--- src/hw/rtl/csa_pkg.sv ---
// csa_pkg: shared types and constants for the concat and sort unit
// no dependencies
package csa_pkg;

	localparam int DATA_W       = 32;
	localparam int CAPACITY_DEF = 16;

	typedef enum logic {
		ST_LOAD,
		ST_EMIT
	} csa_state_t;

	// per-cycle command broadcast to every cell
	typedef struct packed {
		logic load;
		logic shift;
	} csa_cell_ctrl_t;

endpackage

--- src/hw/rtl/csa_cell.sv ---
// csa_cell: one slot of the sorting chain, holds a value and a valid bit
// depends on csa_pkg
module csa_cell (
	input  logic                                clk,
	input  logic                                arst_n,
	input  csa_pkg::csa_cell_ctrl_t             ctrl,
	input  logic signed [csa_pkg::DATA_W-1:0]   new_value,
	input  logic signed [csa_pkg::DATA_W-1:0]   left_value,
	input  logic                                left_valid,
	input  logic                                left_gt,
	input  logic signed [csa_pkg::DATA_W-1:0]   right_value,
	input  logic                                right_valid,
	output logic signed [csa_pkg::DATA_W-1:0]   value,
	output logic                                valid,
	output logic                                gt
);
	import csa_pkg::*;

	logic signed [DATA_W-1:0] value_q;
	logic                     valid_q;
	logic signed [DATA_W-1:0] value_d;
	logic                     valid_d;
	logic                     take_new;

	assign gt       = valid_q && (value_q > new_value);
	assign take_new = !left_gt && (gt || (!valid_q && left_valid));

	always_comb begin
		value_d = value_q;
		valid_d = valid_q;
		if (ctrl.shift) begin
			value_d = right_value;
			valid_d = right_valid;
		end else if (ctrl.load) begin
			if (left_gt) begin
				value_d = left_value;
				valid_d = 1'b1;
			end else if (take_new) begin
				value_d = new_value;
				valid_d = 1'b1;
			end
		end
	end

	always_ff @(posedge clk or negedge arst_n) begin
		if (!arst_n) begin
			valid_q <= 1'b0;
		end else begin
			valid_q <= valid_d;
		end
	end

	always_ff @(posedge clk) begin
		value_q <= value_d;
	end

	assign value = value_q;
	assign valid = valid_q;

endmodule

--- src/hw/rtl/concat_and_sort_ascending_unit.sv ---
// concat_and_sort_ascending_unit: top level, a chain of insertion cells
// depends on csa_pkg and csa_cell
//
// Signed 32-bit values enter one transaction per cycle and are inserted in
// ascending order into a chain of CAPACITY cells as they arrive, so the list is
// already sorted when the transaction flagged tlast is taken. The chain then
// shifts toward the output, one result per cycle while m_tready is high, the
// smallest first, with tlast on the final one. Each stored value takes one
// insertion into the chain and each result one shift of the whole chain; no
// input is taken while results are being sent. Values arriving with the chain
// full are dropped and m_tuser is high on every result of that run.
module concat_and_sort_ascending_unit #(
	parameter int CAPACITY = csa_pkg::CAPACITY_DEF
) (
	input  logic                        clk,
	input  logic                        arst_n,
	input  logic                        s_tvalid,
	output logic                        s_tready,
	input  logic [csa_pkg::DATA_W-1:0]  s_tdata,  // [31:0] value
	input  logic                        s_tlast,  // last_item
	output logic                        m_tvalid,
	input  logic                        m_tready,
	output logic [csa_pkg::DATA_W-1:0]  m_tdata,  // [31:0] sorted_value
	output logic                        m_tlast,  // last_result
	output logic                        m_tuser   // overflow
);
	import csa_pkg::*;

	csa_state_t             state_q, state_d;
	logic                   drop_q, drop_d;
	csa_cell_ctrl_t         ctrl;
	logic                   s_acc, m_acc, full;

	logic signed [DATA_W-1:0] cell_value [CAPACITY];
	logic                     cell_valid [CAPACITY];
	logic                     cell_gt    [CAPACITY];

	assign full  = cell_valid[CAPACITY-1];
	assign s_acc = s_tvalid && s_tready;
	assign m_acc = m_tvalid && m_tready;

	assign ctrl.load  = s_acc && !full;
	assign ctrl.shift = m_acc;

	genvar i;
	generate
		for (i = 0; i < CAPACITY; i++) begin : g_cell
			logic signed [DATA_W-1:0] lv, rv;
			logic                     lvld, lgt, rvld;
			if (i == 0) begin : g_first
				assign lv   = '0;
				assign lvld = 1'b1;
				assign lgt  = 1'b0;
			end else begin : g_mid
				assign lv   = cell_value[i-1];
				assign lvld = cell_valid[i-1];
				assign lgt  = cell_gt[i-1];
			end
			if (i == CAPACITY-1) begin : g_end
				assign rv   = '0;
				assign rvld = 1'b0;
			end else begin : g_inner
				assign rv   = cell_value[i+1];
				assign rvld = cell_valid[i+1];
			end
			csa_cell u_cell (
				.clk         (clk),
				.arst_n      (arst_n),
				.ctrl        (ctrl),
				.new_value   ($signed(s_tdata)),
				.left_value  (lv),
				.left_valid  (lvld),
				.left_gt     (lgt),
				.right_value (rv),
				.right_valid (rvld),
				.value       (cell_value[i]),
				.valid       (cell_valid[i]),
				.gt          (cell_gt[i])
			);
		end
	endgenerate

	always_ff @(posedge clk or negedge arst_n) begin
		if (!arst_n) begin
			state_q <= ST_LOAD;
			drop_q  <= 1'b0;
		end else begin
			state_q <= state_d;
			drop_q  <= drop_d;
		end
	end

	always_comb begin
		state_d  = state_q;
		drop_d   = drop_q;
		s_tready = 1'b0;
		m_tvalid = 1'b0;
		unique case (state_q)
			ST_LOAD: begin
				s_tready = 1'b1;
				if (s_tvalid) begin
					if (full) begin
						drop_d = 1'b1;
					end
					if (s_tlast) begin
						state_d = ST_EMIT;
					end
				end
			end
			ST_EMIT: begin
				m_tvalid = cell_valid[0];
				if (m_acc && m_tlast) begin
					state_d = ST_LOAD;
					drop_d  = 1'b0;
				end
			end
			default: begin
				state_d = ST_LOAD;
			end
		endcase
	end

	assign m_tdata = cell_value[0];
	assign m_tlast = !cell_valid[1];
	assign m_tuser = drop_q;

endmodule

--- config.mk ---
export PLATFORM = sky130hd
export DESIGN_NAME = concat_and_sort_ascending_unit
export DESIGN_NICKNAME = d
export VERILOG_FILES = /design/src/hw/rtl/csa_pkg.sv /design/src/hw/rtl/csa_cell.sv /design/src/hw/rtl/concat_and_sort_ascending_unit.sv
export SDC_FILE = /design/constraint.sdc
export NUM_CORES = 2
export LEC_CHECK = 0
export ABC_AREA = 0
export BUFFER_PORTS_ARGS = -buffer_cell sky130_fd_sc_hd__buf_2
export CAP_MARGIN = 20
export CORE_MARGIN = 4
export CORE_UTILIZATION = 42
export DETAILED_ROUTE_END_ITERATION = 10
export PLACE_DENSITY = 0.68
export SLEW_MARGIN = 30
export SYNTH_ARGS = -nofsm -noshare
export SYNTH_HDL_FRONTEND = slang
export SYNTH_SLANG_ARGS = --single-unit
--- constraint.sdc ---
create_clock -name clk -period 6.7 [get_ports clk]
set_input_delay 1.34 -clock clk [delete_from_list [all_inputs] [get_ports clk]]
set_output_delay 1.34 -clock clk [all_outputs]
set_load 0.05 [all_outputs]
==> results.ini <==
[status]
status=finished, final reports clean

[sta]
tightest_slew_ns=1.05
finClkSkew_ns=0.0194
whs_ns=0.513
final.period_utilization=0.802
fmax_ghz=0.186
slew_viol_final=0
hold_violations=0
min_period_ns=5.37
rsz0062_at_grt=no
setup_viol=0
slew_headroom=0.303
tns_ns=0

[grt]
grt_pass1_vias=28000
grt_pass1_wl_mm=161
grt_max_degree=298
grt_usage=0.215
overflow=0
antenna_found_initial=7

[route]
vias_per_cell=5.85
wl_per_cell_um=21.2
wl_mm=103
drt_iter0_drc=2493
drtAntennaViolNets=0
drc=0
route.vias.total=28300
first_pass_iters=6

[placement]
io_buffers=72
dp_hpwl_mm=76.3
gp_congestion=0.885

[synth]
postSynth.asyncResetShare=0.0340
avgSynthCellArea_um2=10.1
synthFlopType=edfxtp_1
ys_warn_count=0
synth-xor-area-share=0
synth-seq-area-share=0.419
ys_ff_latch=530
synth_fa_ha_area_frac=0.162
synthMuxAreaShare=0.131
synth-edff-count=480
synth-compound-area-share=0.150
synthDistinctLibCells=70
netlist_area_mm2=0.0370
synth_simple_gate_area_frac=0.103
synthCells=3646
synth_nets=4163
synth_top_family_by_area=adder cells

[clock_tree]
clk_pin_slew_ns=0.06
post_cts_buffers=0
cts_tree=done
cts-root-buf=clkbuf_16
ctsResizeCount=0
cts_hold_buf=0
htree_levels=2
clock_latency_ns=0.62
clock_sinks=530
numCtsBuffers=56
clockBufferDepth=3

[run]
maxCapViolCount=0

[setup_path]
cp.arrival_ns=5.73
cp.required_ns=7.06
critPathKind=in -> reg
cp_max_fo=18
start_kind=input port
end_kind=register

[cells_and_area]
area_growth_pct=9.74
drive_gt1_frac=0.0715
most-common-layout-cells=603 x nand2_1, 506 x o21ai_0, 480 x ha_1, 480 x edfxtp_1, 477 x mux2i_1
finish.utilization=0.466
layout.cells.most_common=nand2_1
nets=4152

[die]
rows=108
ios=73
die_height_um=305
die-area_mm2=0.0929
die_x_um=305
core_mm2=0.0870
start_util=0.425

[power_and_ir_drop]
peakVddDrop_uv=416
powerDensity_mw_per_mm2=538
power_leakage_nw=16.7

[worst_hold_path]
min_path_type=reg -> reg

==> where the power goes <==
| part | internal (mW) | leakage [nW] | switching [mW] |
|---|---|---|---|
| clock network | 1.94 | 0.936 | 1.37 |
| registers | 6.40 | 4.99 | 1.63 |
| logic | 4.10 | 10.8 | 6.40 |
==> synth_stat cells, drive strengths merged (11+ instances only) <==
| cell | number | area share |
|---|---|---|
| nand2b | 15 | 0.0025 |
| nor2 | 39 | 0.0040 |
| mux2i | 479 | 0.13 |
| inv | 75 | 0.0076 |
| nor3 | 14 | 0.0019 |
| buf | 58 | 0.011 |
| nand4 | 91 | 0.015 |
| and4 | 11 | 0.0026 |
| nand3 | 37 | 0.0051 |
| o211ai | 18 | 0.0037 |
| nor2b | 15 | 0.0025 |
| dfrtp | 18 | 0.012 |
| a211oi | 18 | 0.0040 |
| nand2 | 605 | 0.061 |
| clkbuf | 153 | 0.016 |
| o21ai | 578 | 0.078 |
| a31oi | 14 | 0.0024 |
| a21o | 41 | 0.0083 |
| edfxtp | 480 | 0.39 |
| a21oi | 252 | 0.034 |
| ha | 480 | 0.16 |
| dfxtp | 32 | 0.017 |
| nor4 | 15 | 0.0025 |
==> critical path: stages <==
cell      delay (ns)
buf_2           0.38
inv_1           0.30
buf_4           0.29
ha_1            0.32
and4_1          0.28
nor4bb_1        0.87
nand3_1         0.22
o31a_1          0.33
nand2b_1        0.08
mux2_2          0.52
buf_4           0.41
a31oi_4         0.13
buf_4           0.23
==> cell families (layout without fill, tap and decap cells) <==
group / Yosys count / after routing
AO/OA/AOI/OAI: 1001 / 1001
AND/OR/NAND/NOR: 866 / 866
flip-flops: 530 / 530
multiplexers: 483 / 483
adder cells (fa/ha/maj): 480 / 480
buffers and inverters: 286 / 320
other: 0 / 5
==> flip-flops by register name, indices dropped and copies added, names as in the netlist <==
| signal | count |
|---|---|
| g_cell.u_cell.value | 512 |
| g_cell.u_cell.valid | 16 |
| m_tuser | 1 |
| state_q | 1 |
==> through the flow <==
| stage | area, µm² | power, mW | worst slack, ns | cells |
|---|---|---|---|---|
| after floorplan | 37000 | 15.4 | 0.507 | 3646 |
| after global placement | 38600 | 18.1 | 0.698 | 4731 |
| after detailed placement | 38600 | 18.4 | 0.673 | 4731 |
| after CTS | 40500 | 21.8 | 1.33 | 4834 |
| after global routing | 40600 | 23.4 | 1.23 | 4840 |
| final | 40600 | 21.8 | 1.33 | 4840 |
==> worst paths after layout <==
| path | from | to | slack [ns] | depth (start not counted) |
|---|---|---|---|---|
| hold / removal | m_tuser$_DFFE_PN0P_ | m_tuser$_DFFE_PN0P_ | 0.51 | 2 |
| setup / recovery | s_tdata[22] | g_cell[3].u_cell.value[20]$_DFFE_PP_ | 1.33 | 13 |
| setup reg to reg | g_cell[3].u_cell.value[23]$_DFFE_PP_ | g_cell[3].u_cell.value[20]$_DFFE_PP_ | 2.58 | 10 |
| max in group asynchronous | arst_n | g_cell[7].u_cell.valid$_DFFE_PN0P_ | 5.67 | 1 |
| hold reg to reg | m_tuser$_DFFE_PN0P_ | m_tuser$_DFFE_PN0P_ | 0.51 | 2 |
| min in group asynchronous | arst_n | g_cell[6].u_cell.valid$_DFFE_PN0P_ | 0.69 | 1 |
==> layout make-up <==
type                            count  area, µm²
Sequential cell                   530      15500
Tap cell                         1155       1450
Clock inverter                     31        349
Clock buffer                       72       1560
Inverter                           75        282
Antenna cell                        5       12.5
Timing Repair Buffer              142        960
Fill cell                        8032      46400
Multi-Input combinational cell   2830      20500
==> metal layers <==
metal  up-vias  part of all wire  track usage
met5         -           0.00014            0
met4         4             0.052        0.107
met3       231             0.056       0.0283
met2       924              0.46        0.346
met1     13500              0.43        0.287
li1      13700                 -            -
Note: power is estimated with default switching activity, not from simulation.
